`src/design/spd_pkg.sv`:
```
// Shared constants and controller/datapath interface types for the packet deframer.
package spd_pkg;

    // Largest payload a frame may carry.
    localparam int MAX_PAYLOAD = 32;

    // Width of a length or a received count (holds 0..MAX_PAYLOAD).
    localparam int LEN_W  = $clog2(MAX_PAYLOAD + 1);
    // Width of a payload buffer address.
    localparam int ADDR_W = (MAX_PAYLOAD > 1) ? $clog2(MAX_PAYLOAD) : 1;

    localparam int CFG_IDX_W = 2;
    localparam logic [CFG_IDX_W-1:0] CFG_SYNC_FIRST  = 2'd0;
    localparam logic [CFG_IDX_W-1:0] CFG_SYNC_SECOND = 2'd1;

    localparam logic [7:0] SYNC_FIRST_RST  = 8'hAA;
    localparam logic [7:0] SYNC_SECOND_RST = 8'h55;

    typedef struct packed {
        logic load_len;
        logic data_wr;
        logic emit_start;
        logic emit_load;
    } t_dp_cmd;

    typedef struct packed {
        logic eq_sync1;
        logic eq_sync2;
        logic len_ok;
        logic data_done;
        logic chk1_ok;
        logic chk2_ok;
        logic emit_last;
        logic out_free;
    } t_dp_status;

endpackage

```
`src/design/spd_ram.sv`:
```
// Generic single-write, single-read RAM with a registered read port.
module spd_ram #(
    parameter int WIDTH = 8,
    parameter int DEPTH = 32
) (
    input  logic                                       i_clk,
    input  logic                                       i_wr_en,
    input  logic [((DEPTH > 1) ? $clog2(DEPTH) : 1)-1:0] i_wr_addr,
    input  logic [WIDTH-1:0]                           i_wr_data,
    input  logic [((DEPTH > 1) ? $clog2(DEPTH) : 1)-1:0] i_rd_addr,
    output logic [WIDTH-1:0]                           o_rd_data
);

    logic [WIDTH-1:0] r_mem [DEPTH];
    logic [WIDTH-1:0] r_rd_data;

    always_ff @(posedge i_clk) begin
        if (i_wr_en) begin
            r_mem[i_wr_addr] <= i_wr_data;
        end
        r_rd_data <= r_mem[i_rd_addr];
    end

    assign o_rd_data = r_rd_data;

endmodule

```
`src/design/spd_datapath.sv`:
```
// Deframer datapath: start-byte registers, running check sums, payload buffer, output register.
module spd_datapath
    import spd_pkg::*;
(
    input  logic                 i_clk,
    input  logic                 i_rst_n,
    input  logic                 i_cfg_valid,
    input  logic [CFG_IDX_W-1:0] i_cfg_index,
    input  logic [7:0]           i_cfg_data,
    input  logic [7:0]           i_rx_byte,
    input  logic                 i_out_stall,
    input  t_dp_cmd              i_cmd,
    output t_dp_status           o_status,
    output logic                 o_out_valid,
    output logic [7:0]           o_payload_byte,
    output logic [5:0]           o_byte_index,
    output logic [6:0]           o_frame_length,
    output logic                 o_last
);

    logic [7:0]        r_sync_first;
    logic [7:0]        r_sync_second;
    logic [LEN_W-1:0]  r_len;
    logic [LEN_W-1:0]  r_count;
    logic [7:0]        r_sum_low;
    logic [7:0]        r_sum_high;
    logic [ADDR_W-1:0] r_idx;
    logic              r_out_valid;
    logic [7:0]        r_out_byte;
    logic [5:0]        r_out_index;
    logic [6:0]        r_out_length;
    logic              r_out_last;

    logic [LEN_W-1:0]  n_count;
    logic [7:0]        n_sum_low;
    logic [7:0]        n_sum_high;
    logic [LEN_W-1:0]  len_m1;
    logic [7:0]        rd_data;

    assign n_count    = r_count + LEN_W'(1);
    assign n_sum_low  = r_sum_low + i_rx_byte;
    assign n_sum_high = r_sum_high + n_sum_low;
    assign len_m1     = r_len - LEN_W'(1);

    assign o_status.eq_sync1  = (i_rx_byte == r_sync_first);
    assign o_status.eq_sync2  = (i_rx_byte == r_sync_second);
    assign o_status.len_ok    = (i_rx_byte != 8'd0) && (i_rx_byte <= 8'(MAX_PAYLOAD));
    assign o_status.data_done = (n_count >= r_len);
    assign o_status.chk1_ok   = (i_rx_byte == r_sum_low);
    assign o_status.chk2_ok   = (i_rx_byte == r_sum_high);
    assign o_status.emit_last = (LEN_W'(r_idx) == len_m1);
    assign o_status.out_free  = !r_out_valid || !i_out_stall;

    spd_ram #(
        .WIDTH (8),
        .DEPTH (MAX_PAYLOAD)
    ) u_payload_ram (
        .i_clk     (i_clk),
        .i_wr_en   (i_cmd.data_wr),
        .i_wr_addr (r_count[ADDR_W-1:0]),
        .i_wr_data (i_rx_byte),
        .i_rd_addr (r_idx),
        .o_rd_data (rd_data)
    );

    always_ff @(posedge i_clk) begin
        if (!i_rst_n) begin
            r_sync_first  <= SYNC_FIRST_RST;
            r_sync_second <= SYNC_SECOND_RST;
            r_len         <= '0;
            r_count       <= '0;
            r_sum_low     <= '0;
            r_sum_high    <= '0;
            r_idx         <= '0;
            r_out_valid   <= 1'b0;
        end else begin
            if (i_cfg_valid) begin
                if (i_cfg_index == CFG_SYNC_FIRST) begin
                    r_sync_first <= i_cfg_data;
                end else if (i_cfg_index == CFG_SYNC_SECOND) begin
                    r_sync_second <= i_cfg_data;
                end
            end
            if (i_cmd.load_len) begin
                r_len      <= i_rx_byte[LEN_W-1:0];
                r_count    <= '0;
                r_sum_low  <= i_rx_byte;
                r_sum_high <= i_rx_byte;
            end else if (i_cmd.data_wr) begin
                r_count    <= n_count;
                r_sum_low  <= n_sum_low;
                r_sum_high <= n_sum_high;
            end
            if (i_cmd.emit_start) begin
                r_idx <= '0;
            end else if (i_cmd.emit_load) begin
                r_idx <= r_idx + ADDR_W'(1);
            end
            if (i_cmd.emit_load) begin
                r_out_valid <= 1'b1;
            end else if (!i_out_stall) begin
                r_out_valid <= 1'b0;
            end
        end
    end

    always_ff @(posedge i_clk) begin
        if (i_cmd.emit_load) begin
            r_out_byte   <= rd_data;
            r_out_index  <= 6'(r_idx);
            r_out_length <= 7'(r_len);
            r_out_last   <= o_status.emit_last;
        end
    end

    assign o_out_valid    = r_out_valid;
    assign o_payload_byte = r_out_byte;
    assign o_byte_index   = r_out_index;
    assign o_frame_length = r_out_length;
    assign o_last         = r_out_last;

    // The output register is only reloaded once the item it holds has left.
    a_load_free: assert property (@(posedge i_clk) disable iff (!i_rst_n)
        i_cmd.emit_load |-> (!r_out_valid || !i_out_stall))
        else $error("output register overwritten while stalled");

    // Payload writes stay inside the buffer.
    a_wr_range: assert property (@(posedge i_clk) disable iff (!i_rst_n)
        i_cmd.data_wr |-> (r_count < LEN_W'(MAX_PAYLOAD)))
        else $error("payload write beyond buffer");

    // Emitted positions never run past the frame length.
    a_idx_range: assert property (@(posedge i_clk) disable iff (!i_rst_n)
        i_cmd.emit_load |-> (LEN_W'(r_idx) < r_len))
        else $error("emit index beyond frame length");

endmodule

```
`src/design/spd_ctrl.sv`:
```
// Deframer controller: frame hunt sequence and payload emission sequence.
module spd_ctrl
    import spd_pkg::*;
(
    input  logic       i_clk,
    input  logic       i_rst_n,
    input  logic       i_rx_accept,
    input  t_dp_status i_status,
    output logic       o_rx_ready,
    output t_dp_cmd    o_cmd
);

    localparam logic [2:0] P_SYNC1     = 3'd0;
    localparam logic [2:0] P_SYNC2     = 3'd1;
    localparam logic [2:0] P_LEN       = 3'd2;
    localparam logic [2:0] P_DATA      = 3'd3;
    localparam logic [2:0] P_CHK1      = 3'd4;
    localparam logic [2:0] P_CHK2      = 3'd5;
    localparam logic [2:0] S_EMIT_RD   = 3'd6;
    localparam logic [2:0] S_EMIT_WAIT = 3'd7;

    logic [2:0] r_state;
    logic [2:0] n_state;

    assign o_rx_ready = (r_state != S_EMIT_RD) && (r_state != S_EMIT_WAIT);

    always_comb begin
        n_state = r_state;
        o_cmd   = '0;
        case (r_state)
            P_SYNC1: begin
                if (i_rx_accept && i_status.eq_sync1) begin
                    n_state = P_SYNC2;
                end
            end
            P_SYNC2: begin
                if (i_rx_accept) begin
                    n_state = i_status.eq_sync2 ? P_LEN : P_SYNC1;
                end
            end
            P_LEN: begin
                if (i_rx_accept) begin
                    if (i_status.len_ok) begin
                        o_cmd.load_len = 1'b1;
                        n_state        = P_DATA;
                    end else begin
                        n_state = P_SYNC1;
                    end
                end
            end
            P_DATA: begin
                if (i_rx_accept) begin
                    o_cmd.data_wr = 1'b1;
                    if (i_status.data_done) begin
                        n_state = P_CHK1;
                    end
                end
            end
            P_CHK1: begin
                if (i_rx_accept) begin
                    n_state = i_status.chk1_ok ? P_CHK2 : P_SYNC1;
                end
            end
            P_CHK2: begin
                if (i_rx_accept) begin
                    if (i_status.chk2_ok) begin
                        o_cmd.emit_start = 1'b1;
                        n_state          = S_EMIT_RD;
                    end else begin
                        n_state = P_SYNC1;
                    end
                end
            end
            S_EMIT_RD: begin
                // The buffer read issued here returns data in the next cycle.
                n_state = S_EMIT_WAIT;
            end
            S_EMIT_WAIT: begin
                if (i_status.out_free) begin
                    o_cmd.emit_load = 1'b1;
                    n_state = i_status.emit_last ? P_SYNC1 : S_EMIT_RD;
                end
            end
            default: begin
                n_state = P_SYNC1;
            end
        endcase
    end

    always_ff @(posedge i_clk) begin
        if (!i_rst_n) begin
            r_state <= P_SYNC1;
        end else begin
            r_state <= n_state;
        end
    end

    // After the final payload byte is loaded the hunt starts over.
    a_last_hunt: assert property (@(posedge i_clk) disable iff (!i_rst_n)
        (o_cmd.emit_load && i_status.emit_last) |=> (r_state == P_SYNC1))
        else $error("controller did not return to hunt after last byte");

    // A passing second check byte always starts emission.
    a_chk2_emit: assert property (@(posedge i_clk) disable iff (!i_rst_n)
        (r_state == P_CHK2 && i_rx_accept && i_status.chk2_ok) |=> !o_rx_ready)
        else $error("emission not started after good check");

endmodule

```
`src/design/serial_packet_deframer_unit.sv`:
```
// Serial packet deframer: hunts start bytes, checks the two running sums, emits the payload.
// Throughput: one received byte per cycle while hunting and receiving a frame.
// After a good second check byte the payload buffer (one registered read port) is read
// out a byte at a time, each through a read state and a wait state for a free output
// register, which then loads it as valid; input is stalled during that readout.
// Reset: start bytes return to 0xAA and 0x55, the hunt restarts; the buffer is not cleared.
module serial_packet_deframer_unit
    import spd_pkg::*;
(
    input  logic                 i_clk,
    input  logic                 i_rst_n,
    input  logic                 i_cfg_valid,
    output logic                 o_cfg_ready,
    input  logic [CFG_IDX_W-1:0] i_cfg_index,
    input  logic [7:0]           i_cfg_data,
    input  logic                 i_rx_valid,
    output logic                 o_rx_stall,
    input  logic [7:0]           i_rx_byte,
    output logic                 o_out_valid,
    input  logic                 i_out_stall,
    output logic [7:0]           o_payload_byte,
    output logic [5:0]           o_byte_index,
    output logic [6:0]           o_frame_length,
    output logic                 o_last
);

    t_dp_cmd    cmd;
    t_dp_status status;
    logic       rx_ready;
    logic       rx_accept;

    assign o_cfg_ready = 1'b1;
    assign o_rx_stall  = !rx_ready;
    assign rx_accept   = i_rx_valid && rx_ready;

    spd_ctrl u_ctrl (
        .i_clk       (i_clk),
        .i_rst_n     (i_rst_n),
        .i_rx_accept (rx_accept),
        .i_status    (status),
        .o_rx_ready  (rx_ready),
        .o_cmd       (cmd)
    );

    spd_datapath u_datapath (
        .i_clk          (i_clk),
        .i_rst_n        (i_rst_n),
        .i_cfg_valid    (i_cfg_valid),
        .i_cfg_index    (i_cfg_index),
        .i_cfg_data     (i_cfg_data),
        .i_rx_byte      (i_rx_byte),
        .i_out_stall    (i_out_stall),
        .i_cmd          (cmd),
        .o_status       (status),
        .o_out_valid    (o_out_valid),
        .o_payload_byte (o_payload_byte),
        .o_byte_index   (o_byte_index),
        .o_frame_length (o_frame_length),
        .o_last         (o_last)
    );

endmodule
```
`config.mk`:
```
export PLATFORM = sky130hd
export DESIGN_NAME = serial_packet_deframer_unit
export DESIGN_NICKNAME = d
export VERILOG_FILES = /design/src/design/spd_pkg.sv /design/src/design/spd_ram.sv /design/src/design/spd_datapath.sv /design/src/design/spd_ctrl.sv /design/src/design/serial_packet_deframer_unit.sv
export SDC_FILE = /design/constraint.sdc
export NUM_CORES = 1
export LEC_CHECK = 0
export BUFFER_PORTS_ARGS = -buffer_cell sky130_fd_sc_hd__buf_2
export CAP_MARGIN = 30
export CORE_ASPECT_RATIO = 1.2
export CORE_MARGIN = 2
export CORE_UTILIZATION = 40
export DETAILED_ROUTE_END_ITERATION = 7
export PLACE_DENSITY = 0.64
export SETUP_SLACK_MARGIN = 0.3
export SYNTH_ARGS = -nofsm -noshare
export SYNTH_HDL_FRONTEND = slang
export SYNTH_SLANG_ARGS = --single-unit
```
`constraint.sdc`:
```
create_clock -name i_clk -period 3.4 [get_ports i_clk]
set_input_delay 0.51 -clock i_clk [delete_from_list [all_inputs] [get_ports i_clk]]
set_output_delay 0.51 -clock i_clk [all_outputs]
set_load 0.05 [all_outputs]
```
## Word-level counts from Yosys, hierarchy flattened

Memory sizes are Yosys's and may differ from the RTL's. A register that Yosys moved wholly into a read port is not among the register bits.
Cells that the tools add are included.

- Input port bits: 23
- Word-level logic and storage cells: 96
- Output and inout bits: 25
- Memories: 1
- Bits in registers: 73
- RAM bits: 256

- Reductions and logical operators: 17
- Add/subtract/negate cells: 5
- Mux-type cells: 32
- Bitwise logic cells: 2
- Magnitude comparators: 2
- Equality and inequality tests: 24

Memory list:

| memory | depth | bits a word | read ports | clocked after Yosys merged registers in | write ports | line | RTL |
|---|---|---|---|---|---|---|---|
| u_datapath.u_payload_ram.r_mem | 32 | 8 | 1 | 1 | 1 | spd_ram.sv:14 | `logic [WIDTH-1:0] r_mem [DEPTH];` |

Operators with widths:

| cell | count |
|---|---|
| 2-to-1 mux 3 bit | 11 |
| equality test 8 bit | 4 |
| 2-to-1 mux 8 bit | 4 |
| one-hot mux 3 bit (8 select lines) | 1 |
| adder 8 bit | 2 |
| 2-to-1 mux 1 bit | 14 |
| inequality test 2 x 1 -> 1 bit, second input constant | 7 |
| equality test 3 bit, second input constant | 4 |
| less-or-equal comparator 8 x 6 -> 1 bit, second input constant | 1 |
| AND reduction 8 bit | 1 |
| nonzero test 8 bit | 1 |
| adder 6 x 1 -> 6 bit, second input constant | 1 |
| equality test 3 x 2 -> 1 bit, second input constant | 2 |
| equality test 5 x 6 -> 1 bit | 1 |
| greater-or-equal comparator 6 bit | 1 |
| inequality test 3 bit, second input constant | 2 |
| subtractor 6 x 1 -> 6 bit, second input constant | 1 |
| adder 5 x 1 -> 5 bit, second input constant | 1 |
| logical AND 1 bit | 4 |
| 2-to-1 mux 2 bit | 2 |
| inequality test 2 bit, second input constant | 2 |
| OR reduction 2 bit | 2 |
| equality test 3 x 1 -> 1 bit, second input constant | 1 |
| logical NOT 1 bit | 3 |
| other kinds (8) | 9 |

## Logic depth before layout (Yosys ltp)

Gate-level depths: netlist of the first run.

- Depth in word-level cells: 7
- Gate-level depth with buffers: 14
- Depth with buffers taken out: 14

## Cells and area by module

Synthesis of the first run repeated with hierarchy kept, for this count alone.

- Cell total of the unflattened synthesis: 853
- Area, all modules: 14182.4 um2

Modules (own cells, without submodules):

| module | cells an instance | area each (um2) | times used |
|---|---|---|---|
| spd_ram | 417 | 10053.4 | 1 |
| spd_datapath | 384 | 3776.1 | 1 |
| spd_ctrl | 48 | 331.6 | 1 |
| serial_packet_deframer_unit | 4 | 21.3 | 1 |

## Worst setup path before layout of the first run

OpenSTA, ideal clock, no wires.

- Kind: register to register
- Start: register u_ctrl.r_state[2]
- End: register u_datapath.r_idx[4]
- Arrival: 2854 ps
- Cell stages (with the launch flop): 9
- Setup time: 133 ps
- Data required time: 3267 ps
- Period minus slack after synthesis: 2986 ps
- Path slack: 414 ps
- Cell sequence: dfxtp_1 clkbuf_1 nand2_1 inv_1 nand2_1 a21oi_1 nand4_1 xor2_1 nor2_1

RTL lines:

| item | line | RTL |
|---|---|---|
| start, declared | spd_ctrl.sv:22 | `logic [2:0] r_state;` |
| start signal, assigned | spd_ctrl.sv:94 | `r_state <= n_state;` |
| end signal, assigned | spd_datapath.sv:97 | `r_idx <= r_idx + ADDR_W'(1);` |
| end, declared | spd_datapath.sv:27 | `logic [ADDR_W-1:0] r_idx;` |

## Worst setup path in the final report of the first run

- Start: register u_datapath.r_sum_low[0]
- End: register u_datapath.r_sum_high[7]

- Cells in the longest elaborated chain, start to end: 4

Ends and longest elaborated chain:

| item | line | RTL |
|---|---|---|
| start, declared | spd_datapath.sv:25 | `logic [7:0] r_sum_low;` |
| start signal, assigned | spd_datapath.sv:87 | `r_sum_low <= i_rx_byte;` |
| start signal, assigned | spd_datapath.sv:91 | `r_sum_low <= n_sum_low;` |
| adder 8 bit | spd_datapath.sv:41 | `assign n_sum_low = r_sum_low + i_rx_byte;` |
| adder 8 bit | spd_datapath.sv:42 | `assign n_sum_high = r_sum_high + n_sum_low;` |
| 2-to-1 mux 8 bit | spd_datapath.sv:89 | `end else if (i_cmd.data_wr) begin` |
| 2-to-1 mux 8 bit | spd_datapath.sv:84 | `if (i_cmd.load_len) begin` |
| end signal, assigned | spd_datapath.sv:88 | `r_sum_high <= i_rx_byte;` |
| end signal, assigned | spd_datapath.sv:92 | `r_sum_high <= n_sum_high;` |
| end, declared | spd_datapath.sv:26 | `logic [7:0] r_sum_high;` |

No other way between the ends. The select of a mux whose other input is x is not followed.
A chain may end at the register's enable or synchronous reset.

==> results of run 1 <==
-- power breakdown --
group	internal (mW)	switching [mW]
clock	2.21	1.49
combinational	0.0617	0.144
sequential	4.46	0.0144
total	6.73	1.65
-- placed cells by master, fill, tap and decap left out, types with 4 or more instances in the layout --
cell type,instances
a21o_1,6
a21oi_1,22
a221oi_1,6
a31oi_1,7
buf_2,44
buf_4,34
clkbuf_1,8
clkbuf_16,37
clkinv_1,8
dfxtp_1,59
edfxtp_1,276
ha_1,28
inv_1,12
mux2_2,8
mux2i_1,17
mux4_2,80
nand2_1,49
nand2b_1,4
nand3_1,11
nand3b_1,5
nand4_1,9
nor2_1,76
nor3_1,9
o21ai_0,7
or3_1,6
xnor2_1,27
xor2_1,30
-- per-stage QoR --
stage | util (%) | power (mW) | setup slack (ps) | std cells | cell area [sq um]
finish | 46.1 | 8.38 | 507 | 1398 | 16000
global route | 46.1 | 8.63 | 336 | 1398 | 16000
CTS | 46.1 | 8.46 | 423 | 1398 | 16000
detailed placement | 42.9 | 4.77 | 46.0 | 1338 | 14900
global placement | 42.9 | 4.77 | 112 | 1338 | 14900
floorplan | - | 4.66 | 414 | 839 | 14000
-- worst reg2reg max path: cells and delay by family, from the launching register on --
kind	cells	cell delay (ps)
DFF	1	310
xor gates and xnor gates	2	240
and+or+nand+nor	1	320
AOI/OAI and AO/OA	6	1110
adders and majority gates	3	850
-- area by class of cell --
class                   instances  area share, %
clock inverters                15          0.922
inverters                      12          0.281
clock buffers                  45           5.97
flip-flops and latches        337           59.4
multi-input cells             447           26.6
well taps                     462           3.61
repair buffers                 80           3.22
-- cell families after synthesis --
logic type / Yosys count
other: 2
DFF: 337
and+or+nand+nor: 189
AOI/OAI and AO/OA: 63
xor gates and xnor gates: 57
adders and majority gates: 30
buffers and inverters: 55
muxes: 105
-- sequential cells by signal (all words and copies together), names as in the netlist, 8 cells and up --
register / count
u_datapath.o_payload_byte: 8
u_datapath.u_payload_ram.r_mem: 256
u_datapath.r_sum_low: 8
u_datapath.r_sync_second: 8
u_datapath.r_sum_high: 8
u_datapath.u_payload_ram.o_rd_data: 8
u_datapath.r_sync_first: 8
-- Yosys cell counts, types with 9 or more instances --
cell,n,area (sq um)
ha_1,28,350
xor2_1,30,263
xnor2_1,27,236
mux4_2,80,1800
nor3_1,9,45.0
nand4_1,9,56.3
nand2_1,49,184
nor2_1,76,285
edfxtp_1,276,8290
nand3_1,11,55.1
mux2i_1,17,170
clkbuf_1,22,82.6
a21oi_1,24,120
dfxtp_1,61,1220
inv_1,12,45.0
-- how the worst min path moves through the flow --
stage	endpoint	slack [ps]
2_1_floorplan	u_datapath.o_payload_byte[0]	390
3_3_place_gp	u_datapath.o_payload_byte[3]	390
3_5_place_dp	u_datapath.o_payload_byte[6]	390
4_1_cts	u_datapath.r_sync_second[6]	210
5_1_grt	u_datapath.r_sync_second[6]	220
6_report	u_datapath.r_sync_first[3]	230
-- per-layer routing --
layer | up-vias | track usage, %
met5 | - | 0
met4 | 0 | 5.66
met3 | 47 | 2.37
met2 | 191 | 28.5
met1 | 3734 | 22.1
li1 | 3388 | -
-- repair_timing --
action	in CTS	in global routing
hold buffers	0	0
setup endpoints to repair	0	1
gates resized for setup	0	1
==> flow_summary.yaml, run 1 <==
timing:
  worstMarginPinSlew_ps: 808
  period_minus_slack_ps: 2890
  final_hold_viol_count: 0
  finalSetupTns_ps: 0
  fmax_mhz: 346
  slew_violations: 0
  maxSlewHeadroom_pct: 46.0
  fin_crit_sh_pct: 85.1
  hold_slack_ps: 228
  finalSetupViolations: 0
  fin_skew_ps: 14.3
  rsz0062_at_grt: "false"
synthesis:
  synth_xor_xnor_area_share_pct: 3.57
  yosys.area_share.simple_pct: 6.25
  ys_seq_elements: 337
  syn_inst: 838
  yosysWarnings: 0
  postSynth.asyncResetShare_pct: 0
  synth-edff-count: 276
  synth_mux_area_share_pct: 14.7
  ys_types: 49
  synth_top_family_by_area: "multiplexers"
  synth_compound_gate_area_share_pct: 2.85
  yosysSeqAreaShare_pct: 67.9
  syn_area_per_cell_sq_um: 16.7
  synthFlopType: "edfxtp_1"
  synthAdderAreaFrac_pct: 2.79
  synth_area_sq_um: 14000
route:
  drt_pass1_iterations: 5
  wl_met3_um: 1280
  drcViolationCount: 0
  dr.max_layer_used: "met4"
  m1WireLength_um: 12700
  via_per_inst: 5.26
  vias: 7360
  routed-wl-met2_um: 15200
  wl_per_cell_um: 21.5
  antenna_left: 0
  drtIter0Drc: 542
  wl_um: 30000
critical_path:
  startpoint: "u_datapath.r_sum_low[0]"
  cp_slowest_cell: "fa_1"
  reg2reg_slack_ps: 510
  path_buf_inv: 0
  worstPathRequired_ps: 3850
  worstPathCellList: "ha_1 -> fa_1 -> a21o_1 -> a21oi_2 -> o21bai_1 -> a21oi_1 -> xnor2_1 -> ha_1 -> o41ai_1 -> xor2_1 -> or3_1 -> a31oi_1"
  crit_path_end_kind: "flip-flop"
  r2r_end: "u_datapath.r_sum_high[7]"
  path_class: "flip-flop to flip-flop"
  worstReg2RegStart: "u_datapath.r_sum_low[0]"
  start_kind: "flip-flop"
  worst-path-max-fanout: 3
  path_delay_family: "compound AO/OA/AOI/OAI gates"
  worst_ep_arrival_time_ps: 3340
  path_common_cell: "ha_1"
  cp.depth: 12
  r2r_cells: 12
  crit_path_max_incr_delay_ps: 420
  crit_path_end: "u_datapath.r_sum_high[7]"
floorplanning:
  rows: 75
  io_pins: 48
  start_util_pct: 40.3
  die_h_um: 209
  fp.coreArea_sq_um: 34700
  die_w_um: 175
  die-area_sq_um: 36500
cts:
  htreeDepth: 2
  cts_tree: "done"
  cts_num_sinks: 337
  clk_pin_slew_ps: 60
  post_cts_buffers: 0
  root_buffer: "clkbuf_16"
  clock_latency_ps: 520
  clockBufferDepth: 3
  cts_made_buffers: 35
global_route:
  track_usage_pct: 16.7
  grt-ovfl-total: 0
  antenna_found_initial: 0
  grt_pass1_vias: 7565
  grt_max_degree: 62
  grt_pass1_wl_um: 45800
cells_and_area:
  multi_input_area_sq_um: 4250
  layout-drive-gt1-share_pct: 23.6
  regArea_sq_um: 9510
  n_fill_cell: 3050
  nNetsFinal: 966
  areaGrowthSynthToFinish_pct: 14.3
  antennaDiodeCount: 0
pwr:
  power.leakage_nw: 5.33
  p_per_area_nw_per_um2: 523
  vdd_drop_max_mv: 0.252
placement:
  place.gp.congestion: 0.781
  dp_hpwl_um: 19500
  io_buffer_count: 44
hold_path:
  hp-start: "i_cfg_data[3]"
  whs_path_depth: 3
  hold_class: "primary input to flip-flop"
outcome:
  outcome: "finished clean"
job:
  cap_viol_max_count: 0
No activity file was read; power rests on OpenSTA's default activity.
==> run 2: changes to the inputs <==
Settings changed: CORE_UTILIZATION 40 to 62, PLACE_DENSITY 0.64 to 0.89.
==> run 2 against run 1 <==
Effect of this change: design area fell by 2.4%; clock power hardly changed; fmax increased by 0.57%; sequential cell count unchanged; cell count is 15% lower; via count up 3.1%; wire length increased by 0.78%; sequential share of layout area is 1.5 points higher; largest power group unchanged.
==> flow_summary.yaml, run 2 (same netlist as run 1, synthesis figures left out) <==
critical_path:
  worst-path-max-fanout: 3
  worstPathRequired_ps: 3870
  path_common_cell: "ha_1"
  path_class: "flip-flop to flip-flop"
  worst_ep_arrival_time_ps: 3350
  cp_slowest_cell: "fa_1"
  crit_path_max_incr_delay_ps: 410
  startpoint: "u_datapath.r_sum_low[0]"
  crit_path_end_kind: "flip-flop"
  worstPathCellList: "ha_1 -> fa_1 -> a21o_1 -> a21oi_2 -> o21bai_1 -> a21oi_1 -> xnor2_1 -> ha_1 -> o41ai_1 -> xor2_1 -> or3_1 -> a31oi_1"
  start_kind: "flip-flop"
  path_delay_family: "compound AO/OA/AOI/OAI gates"
  path_buf_inv: 0
  worstReg2RegStart: "u_datapath.r_sum_low[0]"
floorplanning:
  io_pins: 48
  fp.coreArea_sq_um: 22300
  rows: 60
  start_util_pct: 62.8
  die-area_sq_um: 23800
  die_h_um: 169
  die_w_um: 141
cts:
  root_buffer: "clkbuf_16"
  cts_made_buffers: 30
  clock_latency_ps: 540
  clk_pin_slew_ps: 70
  clockBufferDepth: 3
  htreeDepth: 1
  cts_tree: "done"
  cts_num_sinks: 337
timing:
  rsz0062_at_grt: "false"
  slew_violations: 0
  maxSlewHeadroom_pct: 39.4
  period_minus_slack_ps: 2880
  fin_crit_sh_pct: 84.6
  fmax_mhz: 348
  worstMarginPinSlew_ps: 905
  finalSetupViolations: 0
  finalSetupTns_ps: 0
  final_hold_viol_count: 0
  fin_skew_ps: 14.7
cells_and_area:
  final_cell_mix: "edfxtp_1, mux4_2, nor2_1, dfxtp_1, nand2_1"
  stdcell_area_sq_um: 15600
  layout-drive-gt1-share_pct: 22.9
  final_common_cell: "edfxtp_1"
  largest_reg_flops: 256
  areaGrowthSynthToFinish_pct: 11.6
  top_register: "u_datapath.u_payload_ram.r_mem"
  antennaDiodeCount: 0
  nNetsFinal: 943
route:
  wl_per_cell_um: 25.4
  antenna_left: 0
  vias: 7586
  drcViolationCount: 0
  wl_um: 30300
  via_per_inst: 6.36
  drt_pass1_iterations: 5
  drtIter0Drc: 651
placement:
  place.gp.congestion: 0.857
  io_buffer_count: 44
  dp_hpwl_um: 18700
  placed_area_sq_um: 14500
pwr:
  p_per_area_nw_per_um2: 534
  vdd_drop_max_mv: 0.380
  power.leakage_nw: 5.21
hold_path:
  hp-start: "i_cfg_data[4]"
  hold_class: "primary input to flip-flop"
job:
  cap_viol_max_count: 0
global_route:
  antenna_found_initial: 0
  track_usage_pct: 26.0
  grt_pass1_vias: 7681
  grt_max_degree: 66
  grt-ovfl-total: 0
  grt_pass1_wl_um: 46000
outcome:
  outcome: "finished clean"
run 2: cell count changes in the layout (fill, tap and decap cells not counted), sizes merged:
cell,delta
clkinvlp,+4
clkinv,-2
bufinv,+4
buf,-18
clkbuf,-10
inv,-1
run 2: area by class of cell:
cell class	count	area (sq um)
flip-flops and latches	337	9520
fillers	1325	6670
multi-input cells	447	4240
clock buffers	35	791
repair buffers	62	393
well taps	279	349
clock inverters	20	288
inverters	12	45.0
run 2: report_power, final:
group	switching, mW	total, mW	internal [mW]	leakage (nW)
clock	1.48	3.68	2.20	0.517
combinational	0.139	0.199	0.0600	1.69
sequential	0.0141	4.47	4.46	3.01
run 2: through the flow:
stage	setup WS (ps)	util [%]	total power, mW	hold WS (ps)	instances
after CTS	484	70.1	8.37	177	1192
after global routing	340	70.1	8.54	202	1192
after detailed placement	126	65.2	4.76	389	1137
final	523	70.1	8.35	191	1192
after global placement	152	65.2	4.75	386	1137
after floorplan	414	-	4.66	386	839
run 2: path summary, 6_finish.rpt:
kind                                                     end  slack [ps]  cells after the start
worst min-delay path             u_datapath.r_sync_second[4]         190                      3
worst min register to register  u_datapath.o_payload_byte[0]         400                      0
worst max-delay path                u_datapath.r_sum_high[7]         520                     12
worst max register to register      u_datapath.r_sum_high[7]         520                     12
run 2: repair_timing:
item                                    in CTS  in global routing
gates resized for setup                      0                  2
hold buffers                                 0                  0
setup buffers                                0                  0
endpoints found under the hold margin        0                  0
endpoints found under the setup margin       0                  2
run 2: routing by layer:
metal	wire, um	share of wire [%]	GRT usage [%]	vias up
met5	0	0	0	-
met4	1050	3.5	9.65	0
met3	2290	7.6	3.88	65
met2	15200	50	43.3	376
met1	11700	39	35.4	3812
li1	-	-	-	3333
run 2: worst min-delay path: stages:
cell	delay [ps]
buf_2	80
mux2i_1	50
nand2_1	50
